## src/hw/rtl/circumcircle_from_three_points_defines.svh

```systemverilog
// ----------------------------------------------------------------------------
// circumcircle_from_three_points_defines
// assertion macros for the circumcircle block
// ----------------------------------------------------------------------------
`ifndef CIRCUMCIRCLE_FROM_THREE_POINTS_DEFINES_SVH
`define CIRCUMCIRCLE_FROM_THREE_POINTS_DEFINES_SVH

// a condition implies another in the same cycle
`define CC_ASSERT_IMP(lbl, a, b) \
    lbl: assert property (@(posedge clk) disable iff (!rst_n) (a) |-> (b)) \
        else $error("lbl failed");

// a condition implies another in the next cycle
`define CC_ASSERT_NEXT(lbl, a, b) \
    lbl: assert property (@(posedge clk) disable iff (!rst_n) (a) |=> (b)) \
        else $error("lbl failed");

`endif

```

## src/hw/rtl/cc_pkg.sv

```systemverilog
`timescale 1ns / 1ps
// ----------------------------------------------------------------------------
// cc_pkg
// widths, stage counts and shared types of the circumcircle pipeline
// ----------------------------------------------------------------------------
package cc_pkg;

    localparam int CW    = 16;
    // relative coordinates
    localparam int RW    = CW + 1;
    // products of two relative coordinates
    localparam int PW    = 2 * RW;
    // squared sums
    localparam int SW    = PW + 1;
    // numerators: coord times squared sum, difference
    localparam int NW    = RW + SW + 1;
    // determinant
    localparam int DW    = PW + 2;
    // quotient bits produced by the divider
    localparam int QW    = NW;
    // radius squared input width (from clamped offsets of CW+1 bits)
    localparam int OW    = CW + 2;
    localparam int RSW   = 2 * OW;
    localparam int RRW   = OW;

    // front stages before the divider chain
    localparam int FRONT = 4;

    // per request context carried alongside the cells
    typedef struct packed {
        logic                 vld;
        logic                 degen;
        logic signed [CW-1:0] pax;
        logic signed [CW-1:0] pay;
    } ctx_t;

    // one long division cell payload for both offsets
    typedef struct packed {
        ctx_t              ctx;
        logic              neg_x;
        logic              neg_y;
        logic [NW-1:0]     rem_x;
        logic [NW-1:0]     rem_y;
        logic [NW-1:0]     num_x;
        logic [NW-1:0]     num_y;
        logic [DW-1:0]     den;
        logic [QW-1:0]     q_x;
        logic [QW-1:0]     q_y;
    } div_t;

    // square root cell payload
    typedef struct packed {
        ctx_t              ctx;
        logic signed [CW-1:0] cxs;
        logic signed [CW-1:0] cys;
        logic              ovf;
        logic              big;
        logic [RSW-1:0]    n;
        logic [RSW-1:0]    rem;
        logic [RRW-1:0]    root;
    } sqr_t;

endpackage

```

## src/hw/rtl/cc_div_cell.sv

```systemverilog
`timescale 1ns / 1ps
// ----------------------------------------------------------------------------
// cc_div_cell
// one restoring division step for both center offsets
// ----------------------------------------------------------------------------
module cc_div_cell (
    input  logic           clk,
    input  logic           rst_n,
    input  cc_pkg::div_t   din,
    output cc_pkg::div_t   dout
);

    cc_pkg::div_t d_next;
    cc_pkg::div_t d_reg;
    logic         vld_reg;
    logic [cc_pkg::NW:0] tx;
    logic [cc_pkg::NW:0] ty;
    logic [cc_pkg::NW:0] den_ext;

    // shift in the next numerator bit, trial subtract
    always_comb
    begin
        d_next  = din;
        den_ext = {{(cc_pkg::NW + 1 - cc_pkg::DW){1'b0}}, din.den};
        tx = {din.rem_x, din.num_x[cc_pkg::NW-1]};
        ty = {din.rem_y, din.num_y[cc_pkg::NW-1]};
        d_next.num_x = {din.num_x[cc_pkg::NW-2:0], 1'b0};
        d_next.num_y = {din.num_y[cc_pkg::NW-2:0], 1'b0};
        if (tx >= den_ext)
        begin
            tx = tx - den_ext;
            d_next.q_x = {din.q_x[cc_pkg::QW-2:0], 1'b1};
        end
        else
        begin
            d_next.q_x = {din.q_x[cc_pkg::QW-2:0], 1'b0};
        end
        if (ty >= den_ext)
        begin
            ty = ty - den_ext;
            d_next.q_y = {din.q_y[cc_pkg::QW-2:0], 1'b1};
        end
        else
        begin
            d_next.q_y = {din.q_y[cc_pkg::QW-2:0], 1'b0};
        end
        d_next.rem_x = tx[cc_pkg::NW-1:0];
        d_next.rem_y = ty[cc_pkg::NW-1:0];
    end

    // payload register
    always_ff @(posedge clk)
    begin
        d_reg <= d_next;
    end

    // valid bit with reset
    always_ff @(posedge clk or negedge rst_n)
    begin
        if (!rst_n)
            vld_reg <= 1'b0;
        else
            vld_reg <= din.ctx.vld;
    end

    always_comb
    begin
        dout = d_reg;
        dout.ctx.vld = vld_reg;
    end

endmodule

```

## config.mk

```make
export PLATFORM = sky130hd
export DESIGN_NAME = cc_div_cell
export DESIGN_NICKNAME = d
export VERILOG_FILES = /design/src/hw/rtl/circumcircle_from_three_points_defines.svh /design/src/hw/rtl/cc_pkg.sv /design/src/hw/rtl/cc_div_cell.sv
export SDC_FILE = /design/constraint.sdc
export NUM_CORES = 1
export LEC_CHECK = 0
export BUFFER_PORTS_ARGS = -buffer_cell sky130_fd_sc_hd__clkbuf_2
export CORE_AREA = 2 2 302 304
export DETAILED_ROUTE_END_ITERATION = 8
export DIE_AREA = 0 0 304 306
export HOLD_SLACK_MARGIN = 0.05
export PLACE_DENSITY = 0.35
export SLEW_MARGIN = 20
export SYNTH_ARGS = -nofsm -noshare
export SYNTH_HDL_FRONTEND = slang
export SYNTH_SLANG_ARGS = --single-unit
```

## constraint.sdc

```tcl
create_clock -name clk -period 0.8 [get_ports clk]
set_input_delay 0.16 -clock clk [delete_from_list [all_inputs] [get_ports clk]]
set_output_delay 0.16 -clock clk [all_outputs]
set_load 0.02 [all_outputs]
```

==> flow_summary.rst <==
.. list-table::
   :header-rows: 1

   * - Metric
     - Value
   * - Share of power burned in registers
     - 34.1%
   * - Status
     - finished, violations left
   * - PwrDens
     - 1840 nW/um^2
   * - Worst hold margin
     - -0.315 ns
   * - Sw Pwr
     - between 0.015 and 0.02 W
   * - DP Wirelength
     - 86900 um
   * - Achievable frequency
     - 426 MHz
   * - Core box area
     - 89600 um^2
   * - Clock period minus worst slack
     - 2.35 ns
   * - Antenna Violating Nets Remaining
     - 0
   * - Failing checks
     - negative hold slack, negative setup slack
   * - Final instance area
     - 35800 um^2
   * - Comb pwr share
     - 29.9%
   * - Number of cells on the worst hold path
     - 1
   * - Hold worst-path end
     - dout[106]$_DFF_P_
   * - Maximum VDD drop
     - 1.42 mV
   * - Met2 wire length
     - roughly 56000 um
   * - Tightest Pin Transition
     - 0.784 ns
   * - Die footprint
     - 93000 um^2
   * - Required time of the worst setup path
     - 1.29 ns
   * - Static Leak
     - 15.9 nW
   * - I/O pin cnt
     - 782
   * - Fraction of final layout cells with drive strength greater than 1
     - about two thirds
   * - Instance count of the mapped netlist
     - approximately 1400
   * - Area share of fa/ha/maj cells after synthesis
     - 6.76%
   * - CTS Buf Count
     - roughly 50
   * - Signal arrival time at the worst endpoint
     - ~2.8 ns
   * - Pin count of the biggest net entering global routing
     - 31
   * - Remaining global-route overflow
     - 0
   * - Multiplexer fraction of the synthesized cell area
     - 0.243%
   * - Total via count after detailed routing
     - 17100
   * - Root buffer selected by CTS
     - sky130_fd_sc_hd__clkbuf_16
   * - Critical path peak fanout
     - 6
   * - Metal-1 WL
     - ~40000 um
   * - Highest signal layer in the routed design
     - met5
   * - Clock tree from TritonCTS
     - built
   * - H-tree depth reported by CTS
     - 2
   * - Number of storage elements in the synthesis netlist
     - 388
   * - Setup violation total in the final timing report
     - 496
   * - Flip-flop count of the largest register, all copies and words added
     - ~390
   * - Most common flop cell mapped by yosys
     - sky130_fd_sc_hd__dfxtp_1
   * - Startpoint type of the worst setup path
     - input pin
   * - Cell-internal power
     - about 0.046 W
   * - Final std cells w/o fill
     - 4296
   * - Gpl congestion
     - 0.906
   * - Antenna violations before repair
     - 41
   * - Netlist cell types
     - 70
   * - Worst slew margin
     - 47.2%
   * - Setup CP Type
     - input pin to register
   * - Sequential cell area fraction in the yosys report
     - 55.8%
   * - Simple-Gate Fraction of Synth Area
     - 13.5%
   * - Largest family of logic cells by synthesized area
     - compound AO/OA/AOI/OAI gates
   * - Area fraction in compound gates after synthesis
     - 14.2%
   * - Cell count after placement
     - around 3700
   * - Via/cell ratio
     - 3.99
   * - Aggregate routed wire length
     - ~110000 um
   * - Post-CTS clock slew at the launch and capture registers of the worst setup and hold paths
     - about 0.05 ns
   * - X dimension of the die
     - between 300 and 400 um
   * - Per-cell routed wire length
     - 24.9 um
   * - Initial DRC count
     - 769
   * - Area added between synthesis and finish
     - 157%
   * - Number of buffers between clock root and the deepest sink
     - 3
   * - Detailed-router iteration count before antenna repair
     - 5
   * - Number of nets at the end of the flow
     - 3538
   * - Port-buffer cells
     - slightly below 800
   * - Overall fraction of global-route tracks in use
     - 22.1%
   * - Initial cell density of the core
     - 15.5%
   * - Launch instance of the worst min-delay path
     - din[106]
   * - Final max-slew violation count
     - 0
   * - CP endpoint kind
     - register
   * - Post-route worst setup slack
     - -1.55 ns
   * - Ys async rst share
     - 0.258%
   * - Row count
     - 110
   * - Post-synth EDFFs
     - 0
   * - Synth Area in XOR/XNOR
     - under 10%
   * - Final hold violation count
     - 2
   * - Netlist Area Pre-Place
     - 13900 um^2
   * - Number of clock sinks seen by CTS
     - roughly 390
   * - DRC violation count after routing
     - 0
   * - Dpl ws
     - -2.59 ns
   * - Post-Synthesis Mean Instance Area
     - 10.1 um^2
   * - Unrepaired setup endpoints after global routing
     - yes
   * - Number of max-cap violations
     - 0
   * - Worst hold path type
     - input pin to register
   * - Portion of the clock cycle consumed by the worst path in the final layout
     - 293%
   * - Height of the die
     - just over 300 um
   * - Number of global-route vias before repair
     - 18700
   * - Wire length of the first global-routing pass
     - around 140000 um
   * - Area post-placement
     - ~23000 um^2
   * - Clk pwr share
     - between 30% and 40%
   * - Synth warnings
     - 0
   * - Met3 routed WL
     - 6740 um
   * - Switching Share
     - 30.3%
## worst max-delay path by stage
stage	endpoint	start	slack (ns)	cells past startpoint
final	dout[270]$_DFF_P_	din[122]	-1.55	15
after global routing	dout[264]$_DFF_P_	din[194]	-1.61	15
after CTS	dout[297]$_DFF_P_	din[124]	-1.60	13
after detailed placement	dout[348]$_DFF_P_	din[107]	-2.59	12
after global placement	dout[348]$_DFF_P_	din[107]	-2.63	12
after floorplan	dout[297]$_DFF_P_	din[121]	-1.85	12
## cell usage in the layout (no fill, tap or decap), types with 32 or more instances in the layout
cell	n
sky130_fd_sc_hd__nor2_4	34
sky130_fd_sc_hd__nand4_1	32
sky130_fd_sc_hd__clkbuf_2	372
sky130_fd_sc_hd__a21oi_2	37
sky130_fd_sc_hd__ha_4	35
sky130_fd_sc_hd__o21ai_0	33
sky130_fd_sc_hd__ha_1	34
sky130_fd_sc_hd__clkbuf_16	75
sky130_fd_sc_hd__xnor2_1	47
sky130_fd_sc_hd__inv_1	35
sky130_fd_sc_hd__buf_4	458
sky130_fd_sc_hd__nand2_1	85
sky130_fd_sc_hd__nor2_1	48
sky130_fd_sc_hd__a21oi_1	74
sky130_fd_sc_hd__dlygate4sd3_1	387
sky130_fd_sc_hd__buf_12	42
sky130_fd_sc_hd__xor2_1	38
sky130_fd_sc_hd__buf_6	47
sky130_fd_sc_hd__dfxtp_2	348
sky130_fd_sc_hd__clkbuf_8	323
sky130_fd_sc_hd__buf_8	41
## power groups by stage
stage | sequential (W) | combinational [W] | clock, W
6_report | 0.0224 | 0.0197 | 0.0237
5_1_grt | 0.0225 | 0.0208 | 0.0252
4_1_cts | 0.0224 | 0.0189 | 0.0244
3_5_place_dp | 0.0222 | 0.0138 | 0
3_3_place_gp | 0.0222 | 0.0139 | 0
2_1_floorplan | 0.0241 | 0.00386 | 0
## synth_stat cells (20+ instances only)
library cell	number	area, um^2
sky130_fd_sc_hd__dfxtp_1	387	7750
sky130_fd_sc_hd__a21oi_1	119	596
sky130_fd_sc_hd__nand2_1	119	447
sky130_fd_sc_hd__nor2_1	88	330
sky130_fd_sc_hd__o21ai_0	83	415
sky130_fd_sc_hd__ha_1	72	901
sky130_fd_sc_hd__inv_1	59	221
sky130_fd_sc_hd__xnor2_1	58	508
sky130_fd_sc_hd__clkbuf_1	42	158
sky130_fd_sc_hd__xor2_1	42	368
sky130_fd_sc_hd__nand4_1	32	200
sky130_fd_sc_hd__a21o_1	24	180
sky130_fd_sc_hd__o21bai_1	20	150
## stage by stage
| stage | total power [W] | util [%] | setup TNS, ns |
|---|---|---|---|
| global placement | 0.0361 | 26.0 | -235.62 |
| detailed placement | 0.0360 | 26.0 | -235.37 |
| floorplan | 0.0280 | - | -172.57 |
| global route | 0.0685 | 39.9 | -346.52 |
| finish | 0.0658 | 39.9 | -322.43 |
| CTS | 0.0657 | 38.1 | -343.93 |
## logic make-up (layout without fill, tap and decap cells)
kind of cell	after synthesis	after routing
and+or+nand+nor	374	374
xor gates and xnor gates	100	100
other	1	14
adders and majority gates	74	74
DFF	388	388
AOI/OAI and AO/OA	325	325
buffers and inverters	110	1842
muxes	3	3
## routing by layer
layer | up-vias | track usage (%)
met2 | 532 | 41.3
met4 | 38 | 7.51
met5 | - | 0
met1 | 8225 | 23.6
li1 | 8195 | -
met3 | 156 | 6.42
## what timing repair did
action	4_1_cts	5_1_grt
endpoints found under the setup margin	496	496
pin swaps	87	110
gates resized for setup	1366	311
endpoints found under the hold margin	387	7
gates cloned	4	6
hold buffers	383	4
setup buffers	48	43
## critical path, stage by stage
cell	delay (ns)
sky130_fd_sc_hd__clkbuf_16	0.12
sky130_fd_sc_hd__inv_8	0.03
sky130_fd_sc_hd__ha_4	0.25
sky130_fd_sc_hd__nand4_1	0.13
sky130_fd_sc_hd__or4_1	0.53
sky130_fd_sc_hd__a221o_2	0.40
sky130_fd_sc_hd__a311oi_4	0.30
sky130_fd_sc_hd__nor3_4	0.10
sky130_fd_sc_hd__buf_4	0.16
sky130_fd_sc_hd__buf_6	0.12
sky130_fd_sc_hd__buf_12	0.15
sky130_fd_sc_hd__buf_12	0.13
sky130_fd_sc_hd__buf_8	0.12
sky130_fd_sc_hd__nand2_1	0.07
sky130_fd_sc_hd__o21ai_2	0.05
## final cells by class
cell class,count,area (um^2)
clock buffer,67,1420
multi-input combinational,878,7750
inverter,61,305
clock inverter,22,283
tap,1176,1470
antenna,12,30.0
timing repair buffer,1692,16200
fill,8778,53800
sequential,388,8310
Power figures use the tool's default switching activity.
