## config.mk

```make
export PLATFORM = sky130hd
export DESIGN_NAME = cc_sqrt_cell
export DESIGN_NICKNAME = d
export VERILOG_FILES = /design/src/hw/rtl/circumcircle_from_three_points_defines.svh /design/src/hw/rtl/cc_pkg.sv /design/src/hw/rtl/cc_sqrt_cell.sv
export SDC_FILE = /design/constraint.sdc
export NUM_CORES = 1
export LEC_CHECK = 0
export ABC_AREA = 0
export BUFFER_PORTS_ARGS = -buffer_cell sky130_fd_sc_hd__buf_2
export CAP_MARGIN = 0
export CELL_PAD_IN_SITES_DETAIL_PLACEMENT = 1
export CELL_PAD_IN_SITES_GLOBAL_PLACEMENT = 1
export CORE_MARGIN = 4
export CORE_UTILIZATION = 32
export DETAILED_ROUTE_END_ITERATION = 10
export PLACE_DENSITY = 0.87
export REMOVE_ABC_BUFFERS = 1
export SETUP_SLACK_MARGIN = 0.3
export SYNTH_ARGS = -nofsm -noshare
export SYNTH_HDL_FRONTEND = slang
export SYNTH_SLANG_ARGS = --single-unit
```

## constraint.sdc

```tcl
create_clock -name clk -period 1.35 [get_ports clk]
set_clock_uncertainty 0.15 [all_clocks]
set_input_delay 0.0675 -clock clk [delete_from_list [all_inputs] [get_ports clk]]
set_output_delay 0.0675 -clock clk [all_outputs]
set_load 0.01 [all_outputs]
```

## src/hw/rtl/circumcircle_from_three_points_defines.svh

```systemverilog
// ----------------------------------------------------------------------------
// circumcircle_from_three_points_defines
// assertion macros for the circumcircle block
// ----------------------------------------------------------------------------
`ifndef CIRCUMCIRCLE_FROM_THREE_POINTS_DEFINES_SVH
`define CIRCUMCIRCLE_FROM_THREE_POINTS_DEFINES_SVH

// a condition implies another in the same cycle
`define CC_ASSERT_IMP(lbl, a, b) \
    lbl: assert property (@(posedge clk) disable iff (!rst_n) (a) |-> (b)) \
        else $error("lbl failed");

// a condition implies another in the next cycle
`define CC_ASSERT_NEXT(lbl, a, b) \
    lbl: assert property (@(posedge clk) disable iff (!rst_n) (a) |=> (b)) \
        else $error("lbl failed");

`endif

```

## src/hw/rtl/cc_pkg.sv

```systemverilog
`timescale 1ns / 1ps
// ----------------------------------------------------------------------------
// cc_pkg
// widths, stage counts and shared types of the circumcircle pipeline
// ----------------------------------------------------------------------------
package cc_pkg;

    localparam int CW    = 16;
    // relative coordinates
    localparam int RW    = CW + 1;
    // products of two relative coordinates
    localparam int PW    = 2 * RW;
    // squared sums
    localparam int SW    = PW + 1;
    // numerators: coord times squared sum, difference
    localparam int NW    = RW + SW + 1;
    // determinant
    localparam int DW    = PW + 2;
    // quotient bits produced by the divider
    localparam int QW    = NW;
    // radius squared input width (from clamped offsets of CW+1 bits)
    localparam int OW    = CW + 2;
    localparam int RSW   = 2 * OW;
    localparam int RRW   = OW;

    // front stages before the divider chain
    localparam int FRONT = 4;

    // per request context carried alongside the cells
    typedef struct packed {
        logic                 vld;
        logic                 degen;
        logic signed [CW-1:0] pax;
        logic signed [CW-1:0] pay;
    } ctx_t;

    // one long division cell payload for both offsets
    typedef struct packed {
        ctx_t              ctx;
        logic              neg_x;
        logic              neg_y;
        logic [NW-1:0]     rem_x;
        logic [NW-1:0]     rem_y;
        logic [NW-1:0]     num_x;
        logic [NW-1:0]     num_y;
        logic [DW-1:0]     den;
        logic [QW-1:0]     q_x;
        logic [QW-1:0]     q_y;
    } div_t;

    // square root cell payload
    typedef struct packed {
        ctx_t              ctx;
        logic signed [CW-1:0] cxs;
        logic signed [CW-1:0] cys;
        logic              ovf;
        logic              big;
        logic [RSW-1:0]    n;
        logic [RSW-1:0]    rem;
        logic [RRW-1:0]    root;
    } sqr_t;

endpackage

```

## src/hw/rtl/cc_sqrt_cell.sv

```systemverilog
`timescale 1ns / 1ps
// ----------------------------------------------------------------------------
// cc_sqrt_cell
// one bit of the floor square root of the squared offset
// ----------------------------------------------------------------------------
module cc_sqrt_cell (
    input  logic           clk,
    input  logic           rst_n,
    input  cc_pkg::sqr_t   din,
    output cc_pkg::sqr_t   dout
);

    cc_pkg::sqr_t s_next;
    cc_pkg::sqr_t s_reg;
    logic         vld_reg;
    logic [cc_pkg::RSW+1:0] trial;
    logic [cc_pkg::RSW+1:0] rem2;

    // bring down two bits, try root*4+1
    always_comb
    begin
        s_next = din;
        rem2   = {din.rem, din.n[cc_pkg::RSW-1:cc_pkg::RSW-2]};
        trial  = {{(cc_pkg::RSW + 2 - cc_pkg::RRW - 2){1'b0}}, din.root, 2'b01};
        s_next.n = {din.n[cc_pkg::RSW-3:0], 2'b00};
        if (rem2 >= trial)
        begin
            rem2        = rem2 - trial;
            s_next.root = {din.root[cc_pkg::RRW-2:0], 1'b1};
        end
        else
        begin
            s_next.root = {din.root[cc_pkg::RRW-2:0], 1'b0};
        end
        s_next.rem = rem2[cc_pkg::RSW-1:0];
    end

    // payload register
    always_ff @(posedge clk)
    begin
        s_reg <= s_next;
    end

    // valid bit with reset
    always_ff @(posedge clk or negedge rst_n)
    begin
        if (!rst_n)
            vld_reg <= 1'b0;
        else
            vld_reg <= din.ctx.vld;
    end

    always_comb
    begin
        dout = s_reg;
        dout.ctx.vld = vld_reg;
    end

endmodule

```

==> impl_metrics.csv, run 1 <==
group,metric,value,unit
run_status,flow.stopped_at,"5_1_grt",
clock_tree,cts_buffers,17,
logic_synthesis,yosysMostFrequentCell,"dfxtp_1",
logic_synthesis,synth_common_cells,"dfxtp_1, a21oi_1, inv_1",
placed_design,dp_hpwl,14.7,mm
clock_tree,cts.sinks,156,
logic_synthesis,netlist_area,0.00478,sq mm
sta,worst_endpoint,"dout[30]$_DFF_P_/D",
clock_tree,clockBufferDepth,2,
floorplanning,die_h,130,um
logic_synthesis,synth_area_leaders,"dfxtp_1, ha_1, xnor2_1",
grt,groute.usage.overall,74.3,%
logic_synthesis,synthesis.instances,395,
logic_synthesis,synth_area_leader_cell,"dfxtp_1",
logic_synthesis,synth_top_flop_cell,"dfxtp_1",
clock_tree,clock-root-buffer,"clkbuf_16",
floorplanning,die_w,130,um
placed_design,gp_congestion,0.811,
logic_synthesis,synth_edf_count,0,
logic_synthesis,synth_seq_cells,156,
logic_synthesis,syn_area_per_cell,12.1,sq um
clock_tree,cts-htree-levels,4,
grt,grt_start_max_net_pins,20,
floorplanning,rows,44,
grt,antenna_found_initial,8,
floorplanning,start_util,32.7,%
logic_synthesis,ys_seq_area_share,65.5,%
grt,overflow,123,
placed_design,port_buffers,315,
run_status,first-error,"[ERROR GRT-0232] Routing congestion too high. Check the congestion heatmap in the GUI.",
logic_synthesis,ys_warn_count,0,
placed_design,place_area,0.00714,sq mm
floorplanning,io_pins,318,
logic_synthesis,async_reset_ff_share,0.641,%
logic_synthesis,synth_top_cell_area_share,65.0,%
logic_synthesis,yosysUniqueCellTypes,47,
sta,worst-ep-kind,"register input",
run_status,status,"aborted with a tool error",
[layer usage]
metal  GRT usage [%]  overflow
met2            94.0        79
met4            83.6        40
met3            55.0         4
met5            3.82         0
met1            71.9         0
[timing repair]
| action | CTS |
|---|---|
| hold endpoints to repair | 156 |
| pin swaps | 48 |
| gates resized for setup | 245 |
| buffers inserted | 19 |
| hold buffers | 157 |
| setup endpoints to repair | 193 |
| gates cloned | 1 |
[cell families after synthesis]
| group | synth area share, % |
|---|---|
| buf+inv | 3.69 |
| simple gates | 8.91 |
| other cells | 0.0785 |
| flops | 65.5 |
| compound gates | 8.49 |
| fa+ha+maj | 5.24 |
| mux | 1.89 |
| xor+xnor | 6.23 |
[metrics by stage]
stage               setup slack [ps]  TNS, ps  std cells
global placement               -1070   -36320        965
CTS                             -541   -15870       1174
floorplan                      -1910   -45610        386
detailed placement             -1220   -38570        965
==> run 2: changes to the inputs <==
--- a/config.mk
+++ b/config.mk
@@ -8,14 +8,11 @@
 export ABC_AREA = 0
 export BUFFER_PORTS_ARGS = -buffer_cell sky130_fd_sc_hd__buf_2
 export CAP_MARGIN = 0
-export CELL_PAD_IN_SITES_DETAIL_PLACEMENT = 1
-export CELL_PAD_IN_SITES_GLOBAL_PLACEMENT = 1
-export CORE_MARGIN = 4
-export CORE_UTILIZATION = 32
+export CORE_AREA = 4 4 121 123
 export DETAILED_ROUTE_END_ITERATION = 10
-export PLACE_DENSITY = 0.87
+export DIE_AREA = 0 0 125 127
+export PLACE_DENSITY_LB_ADDON = 0.15
 export REMOVE_ABC_BUFFERS = 1
-export SETUP_SLACK_MARGIN = 0.3
 export SYNTH_ARGS = -nofsm -noshare
 export SYNTH_HDL_FRONTEND = slang
 export SYNTH_SLANG_ARGS = --single-unit
==> run 2 against run 1 <==
The flow now finishes, with violations (setup timing). Synthesized area stayed put. Synthesized cell count stayed put.
==> impl_metrics.csv, run 2 <==
group,metric,value,unit
run_status,status,"complete, but fails checks",
run_status,violations,"setup timing",
clock_tree,clock-root-buffer,"clkbuf_16",
logic_synthesis,yosysUniqueCellTypes,47,
floorplanning,die_h,127,um
grt,busiest_layer,"met2",
critical_path,crit_type,"in -> reg",
placed_design,gp_congestion,0.970,
logic_synthesis,synth_common_cells,"dfxtp_1, a21oi_1, inv_1",
logic_synthesis,syn_area_per_cell,12.1,sq um
sta,period_share,141,%
critical_path,crit_path_start_kind,"primary input",
worst_hold_path,min_to,"dout[40]",
cells_and_area,fin_area,0.00999,sq mm
cells_and_area,area_growth,109,%
detailed_routing,wl_per_cell,17.0,um
cells_and_area,multi_input_area,0.00199,sq mm
power,p_int,0.00911,W
cells_and_area,mostFrequentLayoutCells,"buf_2, dlygate4sd3_1, dfxtp_1",
logic_synthesis,synth_area_leaders,"dfxtp_1, ha_1, xnor2_1",
logic_synthesis,async_reset_ff_share,0.641,%
clock_tree,cts_tree,"yes",
grt,groute.usage.overall,24.2,%
floorplanning,io_pins,318,
placed_design,dp_hpwl,13.4,mm
worst_hold_path,worstHoldStart,"din[37]",
detailed_routing,via_per_inst,4.38,
critical_path,path_cells,"buf_8 -> inv_4 -> ha_4 -> a21o_1 -> a211oi_4 -> nand3_2 -> nand3b_1 -> a21oi_1 -> o21a_1 -> or3_1 -> a31o_2",
worst_hold_path,whs_path_depth,5,
critical_path,cp_slowest_cell,"or3_1",
floorplanning,dieArea,0.0159,sq mm
power,power_density,1230,mW/mm^2
critical_path,crit_path_end_kind,"flop",
cells_and_area,drive_gt1_share,53.0,%
sta,worst_slack,-555,ps
power,p_sw_share,25.6,%
floorplanning,start_util,35.0,%
power,ir_drop,969,uV
clock_tree,cts-htree-levels,4,
worst_hold_path,hold_path.class,"in -> reg",
power,p_comb_share,20.0,%
grt,use_met3,7.23,%
critical_path,critPathLaunch,"din[5]",
cells_and_area,utilization,73.1,%
cells_and_area,nets,1148,
critical_path,crit_buf_inv,2,
logic_synthesis,synth_seq_cells,156,
sta,rsz0062_at_grt,"yes",
sta,max_freq,0.525,GHz
sta,hold_viol_final,0,
critical_path,crit_arrival,2070,ps
grt,grt_pass1_wl,30.1,mm
floorplanning,core-area,0.0137,sq mm
grt,grt_start_max_net_pins,17,
grt,grt_pass1_vias,5472,
power,p_leak,4.81,nW
sta,final-setup-viol-count,37,
floorplanning,rows,43,
detailed_routing,ant_nets,0,
sta,tns,-15070,ps
detailed_routing,dr.first_iter.drc_count,169,
clock_tree,cts.sinks,156,
logic_synthesis,synth_area_leader_cell,"dfxtp_1",
grt,met1_usage,25.8,%
placed_design,port_buffers,315,
sta,post-route-min-period,1910,ps
grt,met2_usage,44.6,%
power,power,0.0122,W
detailed_routing,wirelength,19.7,mm
power,pwr-share-seq,41.3,%
cells_and_area,stdcell_count,1160,
detailed_routing,drt_drc_violations_left,0,
logic_synthesis,ys_warn_count,0,
cells_and_area,seqCellArea,0.00313,sq mm
logic_synthesis,synth_edf_count,0,
placed_design,place_area,0.00704,sq mm
critical_path,cp_top_family,"compound AO/OA/AOI/OAI gates",
power,p_sw,0.00313,W
clock_tree,cts.clk_slew.worst_paths,70,ps
critical_path,crit_path_max_incr_delay,310,ps
cells_and_area,nFillCells,977,
logic_synthesis,ys_seq_area_share,65.5,%
detailed_routing,num_vias,5075,
grt,overflow,0,
floorplanning,die_w,125,um
detailed_routing,drt-pass1-iter-count,4,
logic_synthesis,yosysMostFrequentCell,"dfxtp_1",
logic_synthesis,synth_top_flop_cell,"dfxtp_1",
sta,maxSlewViolCount,0,
cells_and_area,largest_register_ff_count,155,
clock_tree,clockBufferDepth,2,
grt,antenna_found_initial,1,
logic_synthesis,synth_top_cell_area_share,65.0,%
critical_path,required,1520,ps
cells_and_area,diodes,0,
logic_synthesis,netlist_area,0.00478,sq mm
critical_path,path_max_fanout,4,
job,cap_viol_max_count,0,
power,pwr-share-clk,38.7,%
cells_and_area,layout_commonest_cell,"buf_2",
clock_tree,cts_buffers,17,
logic_synthesis,synthesis.instances,395,
placed_design,dp_cells,952,
run 2: cell counts after synthesis:
No cell type changed its count.
run 2: layout make-up:
class,instances,area share [%]
Sequential cell,156,31.3
Inverter,26,1.03
Clock buffer,20,4.47
Clock inverter,11,1.37
Tap cell,180,2.25
Timing Repair Buffer,563,39.6
Multi-Input combinational cell,204,20.0
run 2: worst max path at each step:
stage,slack (ps),to,depth (start not counted)
finish,-560,dout[34],11
global route,-630,dout[34],11
CTS,-460,dout[39],12
detailed placement,-1160,dout[53],12
global placement,-1070,dout[53],12
floorplan,-1910,dout[44],10
run 2: per-stage QoR:
stage               hold slack [ps]  worst slack [ps]
CTS                            -265              -457
global route                   10.3              -632
detailed placement             -306             -1160
floorplan                      -378             -1910
finish                         1.00              -555
global placement               -306             -1070
run 2: routing by layer:
layer  vias up  wire, um  share of wire, %
met5         -         7             0.035
met4         2       786               4.0
met3        43      1190               6.0
met2       199     10400                53
met1      2365      7360                37
li1       2466         -                 -
run 2: timing repair:
action                                 CTS  global route
resized for setup                      107            24
hold buffers                           156             5
pin swaps                               53            23
endpoints found under the hold margin  156             4
buffers inserted                         6            10
setup endpoints to repair               37            37
run 2: logic make-up (layout without fill, tap and decap cells):
logic type               count (synthesis)  after routing  synth area share [%]
flip-flops                             156            156                  65.5
AO/OA/AOI/OAI                           66             66                  8.49
multiplexers                             7              7                  1.89
AND/OR/NAND/NOR                         75             75                  8.91
other                                    1              2                0.0785
adder cells (fa/ha/maj)                 20             20                  5.24
buffers and inverters                   36            620                  3.69
XOR/XNOR                                34             34                  6.23
run 2: power by group through the flow:
stage	sequential [W]	combinational, W	clock [W]
after floorplan	0.00534	0.000533	0
after global placement	0.00513	0.00171	0
after detailed placement	0.00514	0.00172	0
after CTS	0.00505	0.00233	0.00480
after global routing	0.00508	0.00264	0.00503
final	0.00505	0.00245	0.00474
run 2: tightest hold or removal path, cell delays in order:
cell and delay (ps):
buf_2 160, buf_4 130, nor2_1 50, nand2_2 60, xnor2_1 50
Power figures use the tool's default switching activity.
==> run 3: changes to the inputs <==
--- a/config.mk
+++ b/config.mk
@@ -6,7 +6,7 @@
 export NUM_CORES = 1
 export LEC_CHECK = 0
 export ABC_AREA = 0
-export BUFFER_PORTS_ARGS = -buffer_cell sky130_fd_sc_hd__buf_2
+export BUFFER_PORTS_ARGS = -buffer_cell sky130_fd_sc_hd__buf_4
 export CAP_MARGIN = 0
 export CORE_AREA = 4 4 121 123
 export DETAILED_ROUTE_END_ITERATION = 10
==> run 3 against run 2 <==
The flow finishes with violations (hold timing, setup timing). Highest routed layer is now met4. Wire length rose by 7.5%. Critical endpoint is now dout[19]. Sequential power barely moved. Flip-flop and latch count unchanged.
==> impl_metrics.csv, run 3 (same netlist as run 2, synthesis figures left out) <==
group,metric,value,unit
grt,antenna_found_initial,0,
critical_path,crit_path_end_kind,"flop",
placed_design,place_area,0.00783,sq mm
detailed_routing,drt-pass1-iter-count,4,
detailed_routing,via_per_inst,4.39,
grt,grt_pass1_vias,5540,
run_status,status,"complete, but fails checks",
run_status,violations,"hold timing, setup timing",
detailed_routing,drt_drc_violations_left,0,
sta,period_share,138,%
detailed_routing,num_vias,5080,
placed_design,gp_congestion,0.945,
floorplanning,start_util,35.0,%
grt,grt_pass1_wl,32.2,mm
floorplanning,io_pins,318,
sta,holdWs,-211,ps
power,p_leak,5.09,nW
power,p_int,0.00975,W
sta,worst_slack,-516,ps
sta,maxSlewViolCount,0,
floorplanning,dieArea,0.0159,sq mm
job,cap_viol_max_count,0,
clock_tree,cts.clk_slew.worst_paths,60,ps
power,ir_drop,815,uV
floorplanning,die_h,127,um
floorplanning,die_w,125,um
cells_and_area,nets,1143,
grt,groute.usage.overall,26.1,%
detailed_routing,wirelength,21.2,mm
power,pwr-share-seq,39.2,%
worst_hold_path,hold_path.class,"in -> reg",
critical_path,crit_type,"in -> reg",
clock_tree,cts_tree,"yes",
clock_tree,cts-htree-levels,4,
clock_tree,clockBufferDepth,2,
sta,rsz0062_at_grt,"yes",
cells_and_area,fin_area,0.0108,sq mm
detailed_routing,dr.first_iter.drc_count,203,
grt,overflow,0,
critical_path,path_depth,12,
sta,hold_viol_final,5,
clock_tree,clock-root-buffer,"clkbuf_16",
detailed_routing,wl_per_cell,18.3,um
grt,grt_start_max_net_pins,17,
floorplanning,rows,43,
critical_path,crit_path_max_incr_delay,340,ps
cells_and_area,drive_gt1_share,53.0,%
critical_path,path_max_fanout,9,
critical_path,crit_buf_inv,4,
cells_and_area,mostFrequentLayoutCells,"buf_4, dlygate4sd3_1, dfxtp_1",
floorplanning,core-area,0.0137,sq mm
detailed_routing,ant_nets,0,
power,power,0.0129,W
critical_path,crit_arrival,2020,ps
power,p_sw_share,24.6,%
power,power_density,1200,mW/mm^2
cells_and_area,largest_register_ff_count,155,
critical_path,cp_top_family,"compound AO/OA/AOI/OAI gates",
cells_and_area,area_growth,126,%
critical_path,cp_slowest_cell,"a211o_1",
sta,max_freq,0.536,GHz
worst_hold_path,whs_path_depth,3,
critical_path,crit_path_start_kind,"primary input",
power,p_comb_share,21.8,%
placed_design,dp_hpwl,13.7,mm
power,p_sw,0.00318,W
critical_path,required,1500,ps
critical_path,path_cells,"buf_8 -> inv_4 -> ha_4 -> a211o_1 -> a21oi_4 -> o21ai_4 -> nor4_4 -> o21ai_4 -> buf_4 -> buf_4 -> nor2_1 -> a21oi_1",
clock_tree,cts_buffers,17,
clock_tree,cts.sinks,156,
placed_design,port_buffers,315,
cells_and_area,layout_commonest_cell,"buf_4",
sta,final-setup-viol-count,37,
power,pwr-share-clk,39.0,%
sta,post-route-min-period,1870,ps
run 3: cell types whose count changed in the layout (fill, tap and decap cells not counted), moves of 4 or more:
cell	previous run	this run
buf_2	305	0
inv_1	13	17
nor2_1	20	15
nor2_4	1	6
inv_2	11	5
buf_4	75	375
run 3: metrics by stage:
step           TNS [ps]  utilization [%]  worst slack [ps]  hold WS, ps  cells
3_5_place_dp     -39070             57.3             -1140         -305    951
6_report         -16390             79.1              -516         -211   1157
3_3_place_gp     -37100             57.3             -1060         -306    951
4_1_cts          -14170             77.4              -483         -242   1153
2_1_floorplan    -45610                -             -1910         -378    386
5_1_grt          -18550             79.1              -577         -208   1156
run 3: power groups by stage:
| stage | logic (W) | registers, W | clock network (W) |
|---|---|---|---|
| 6_report | 0.00282 | 0.00508 | 0.00504 |
| 5_1_grt | 0.00300 | 0.00510 | 0.00529 |
| 4_1_cts | 0.00266 | 0.00506 | 0.00508 |
| 3_5_place_dp | 0.00203 | 0.00516 | 0 |
| 3_3_place_gp | 0.00201 | 0.00516 | 0 |
| 2_1_floorplan | 0.000533 | 0.00534 | 0 |
run 3: layout make-up:
cell class / instances / area [sq um]
diodes: 1 / 2.50
clock buffers: 19 / 433
clock inverters: 13 / 190
fillers: 796 / 2860
inverters: 26 / 108
multi-input cells: 204 / 2030
flip-flops and latches: 156 / 3130
well taps: 180 / 225
repair buffers: 558 / 4700
run 3: tightest hold or removal path: stages:
cell and delay, ps:
buf_4 110, nor2_1 40, a21oi_1 100
run 3: worst paths after layout:
check / from / endpoint
max in group asynchronous: rst_n / vld_reg
max: din[13] / dout[19]
min in group asynchronous: rst_n / vld_reg
min: din[21] / dout[23]
run 3: routing by layer:
layer / routed length [um] / vias up / global-route usage (%)
met1: 8130 / 2367 / 29.4
met4: 839 / 0 / 12.3
met5: 0 / - / 0
li1: - / 2460 / -
met2: 11100 / 203 / 46.9
met3: 1190 / 50 / 6.02
run 3: repair_timing:
item	4_1_cts	5_1_grt
setup endpoints to repair	37	37
cloned	0	0
setup buffers	14	5
hold buffers	158	1
hold endpoints to repair	157	4
resized for setup	96	41
pin swaps	38	25
==> run 4: changes to the inputs <==
--- a/config.mk
+++ b/config.mk
@@ -8,9 +8,11 @@
 export ABC_AREA = 0
 export BUFFER_PORTS_ARGS = -buffer_cell sky130_fd_sc_hd__buf_4
 export CAP_MARGIN = 0
-export CORE_AREA = 4 4 121 123
+export CELL_PAD_IN_SITES_DETAIL_PLACEMENT = 1
+export CELL_PAD_IN_SITES_GLOBAL_PLACEMENT = 2
+export CORE_MARGIN = 4
+export CORE_UTILIZATION = 25
 export DETAILED_ROUTE_END_ITERATION = 10
-export DIE_AREA = 0 0 125 127
 export PLACE_DENSITY_LB_ADDON = 0.15
 export REMOVE_ABC_BUFFERS = 1
 export SYNTH_ARGS = -nofsm -noshare
==> run 4 against run 3 <==
The flow still finishes with violations (hold timing, setup timing). Non-clock buffer count is 21 higher. Critical path type unchanged. Via count grew 0.39%. Die area up 35%. First-iteration DRC count shrank 32%.
==> impl_metrics.csv, run 4 (same netlist as run 2, synthesis figures left out) <==
group,metric,value,unit
job,cap_viol_max_count,0,
critical_path,path_max_fanout,5,
power,p_leak,5.16,nW
detailed_routing,num_vias,5100,
floorplanning,core-area,0.0188,sq mm
cells_and_area,layout_commonest_cell,"buf_4",
floorplanning,die_w,146,um
placed_design,place_area,0.00805,sq mm
grt,grt_pass1_wl,35.4,mm
cells_and_area,seqCellArea,0.00313,sq mm
detailed_routing,wl_per_cell,19.0,um
power,power_density,1150,mW/mm^2
placed_design,dpl_worst_slack,-1220,ps
run_status,violations,"hold timing, setup timing",
sta,rsz0062_at_grt,"yes",
critical_path,crit_path_max_incr_delay,300,ps
floorplanning,die_h,146,um
critical_path,cp_slowest_cell,"ha_4",
detailed_routing,drt_drc_violations_left,0,
detailed_routing,ant_nets,0,
detailed_routing,dr.first_iter.drc_count,138,
critical_path,crit_arrival,2050,ps
critical_path,required,1550,ps
sta,holdWs,-32.4,ps
clock_tree,cts-htree-levels,4,
power,ir_drop,822,uV
sta,period_share,137,%
sta,post-route-min-period,1850,ps
cells_and_area,nFillCells,1972,
floorplanning,rows,50,
cells_and_area,fin_area,0.0111,sq mm
worst_hold_path,whs_path_depth,5,
critical_path,cp_top_family,"simple AND/OR/NAND/NOR gates",
clock_tree,cts_buffers,17,
detailed_routing,via_per_inst,4.14,
critical_path,path_cells,"buf_4 -> inv_1 -> ha_4 -> nand2_2 -> nor2_2 -> a41o_1 -> a21oi_1 -> o21ai_4 -> buf_6 -> nand4b_4 -> nor4b_4 -> xor2_1",
critical_path,crit_path_end_kind,"flop",
cells_and_area,nets,1164,
critical_path,crit_buf_inv,3,
grt,groute.usage.overall,21.3,%
run_status,status,"complete, but fails checks",
cells_and_area,diodes,0,
cells_and_area,mostFrequentLayoutCells,"buf_4, dlygate4sd3_1, dfxtp_1",
worst_hold_path,min_to,"dout[53]",
clock_tree,clock-root-buffer,"clkbuf_16",
detailed_routing,drt-pass1-iter-count,4,
placed_design,gp_congestion,0.788,
grt,grt_start_max_net_pins,18,
grt,overflow,0,
clock_tree,cts.clk_slew.worst_paths,70,ps
critical_path,crit_type,"in -> reg",
sta,final-setup-viol-count,37,
sta,maxSlewViolCount,0,
sta,max_freq,0.542,GHz
clock_tree,cts_tree,"yes",
detailed_routing,wirelength,23.3,mm
placed_design,port_buffers,315,
critical_path,crit_path_start_kind,"primary input",
cells_and_area,drive_gt1_share,56.3,%
sta,worst_slack,-496,ps
cells_and_area,largest_register_ff_count,155,
clock_tree,clockBufferDepth,2,
worst_hold_path,hold_path.class,"in -> reg",
floorplanning,io_pins,318,
grt,antenna_found_initial,0,
cells_and_area,area_growth,132,%
cells_and_area,utilization,58.9,%
sta,hold_viol_final,3,
floorplanning,start_util,25.5,%
worst_hold_path,worstHoldStart,"din[49]",
power,power,0.0127,W
cells_and_area,multi_input_area,0.00207,sq mm
placed_design,dp_hpwl,15.2,mm
grt,grt_pass1_vias,5906,
floorplanning,dieArea,0.0214,sq mm
clock_tree,cts.sinks,156,
-- run 4: cell count changes in the layout (fill, tap and decap cells not counted), sizes merged --
| cell | before | now |
|---|---|---|
| bufinv | 4 | 0 |
| diode | 1 | 0 |
| inv | 28 | 35 |
| dlygate4sd3 | 159 | 160 |
| buf | 399 | 419 |
| clkbuf | 19 | 18 |
| clkinv | 7 | 3 |
| clkinvlp | 0 | 2 |
-- run 4: routing by layer --
layer / routed length, um / vias up / global-route usage (%)
li1: - / 2501 / -
met1: 9180 / 2405 / 23.7
met2: 12700 / 171 / 40.5
met3: 1070 / 23 / 4.90
met4: 439 / 0 / 6.02
met5: 0 / - / 0
-- run 4: worst max path at each step --
stage / from / end / slack, ps / cells past startpoint
after global routing: din[4] / dout[46] / -600 / 12
after detailed placement: din[0] / dout[43] / -1220 / 13
final: din[4] / dout[51] / -500 / 12
after CTS: din[23] / dout[46] / -440 / 11
after floorplan: din[16] / dout[44] / -1910 / 10
after global placement: din[0] / dout[44] / -1150 / 13
-- run 4: final cells by class --
type | count | area share (%)
clock inverter | 14 | 1.33
inverter | 26 | 0.973
clock buffer | 18 | 3.97
timing repair buffer | 579 | 44.1
tap | 234 | 2.65
sequential | 156 | 28.3
multi-input combinational | 204 | 18.7
-- run 4: power breakdown --
part / total [W] / internal, W / switching (W)
logic: 0.00288 / 0.00172 / 0.00116
registers: 0.00508 / 0.00496 / 0.000122
clock network: 0.00474 / 0.00252 / 0.00222
-- run 4: timing repair --
| action | 4_1_cts | 5_1_grt |
|---|---|---|
| gates cloned | 0 | 0 |
| hold endpoints to repair | 156 | 3 |
| endpoints found under the setup margin | 37 | 37 |
| gates resized for setup | 117 | 38 |
| pin swaps | 34 | 16 |
| hold buffers | 158 | 2 |
| setup buffers | 16 | 4 |
-- run 4: metrics by stage --
step	setup TNS, ps	std cells
3_3_place_gp	-37820	1022
6_report	-15590	1231
5_1_grt	-18480	1231
2_1_floorplan	-45610	386
4_1_cts	-13160	1226
3_5_place_dp	-39510	1022
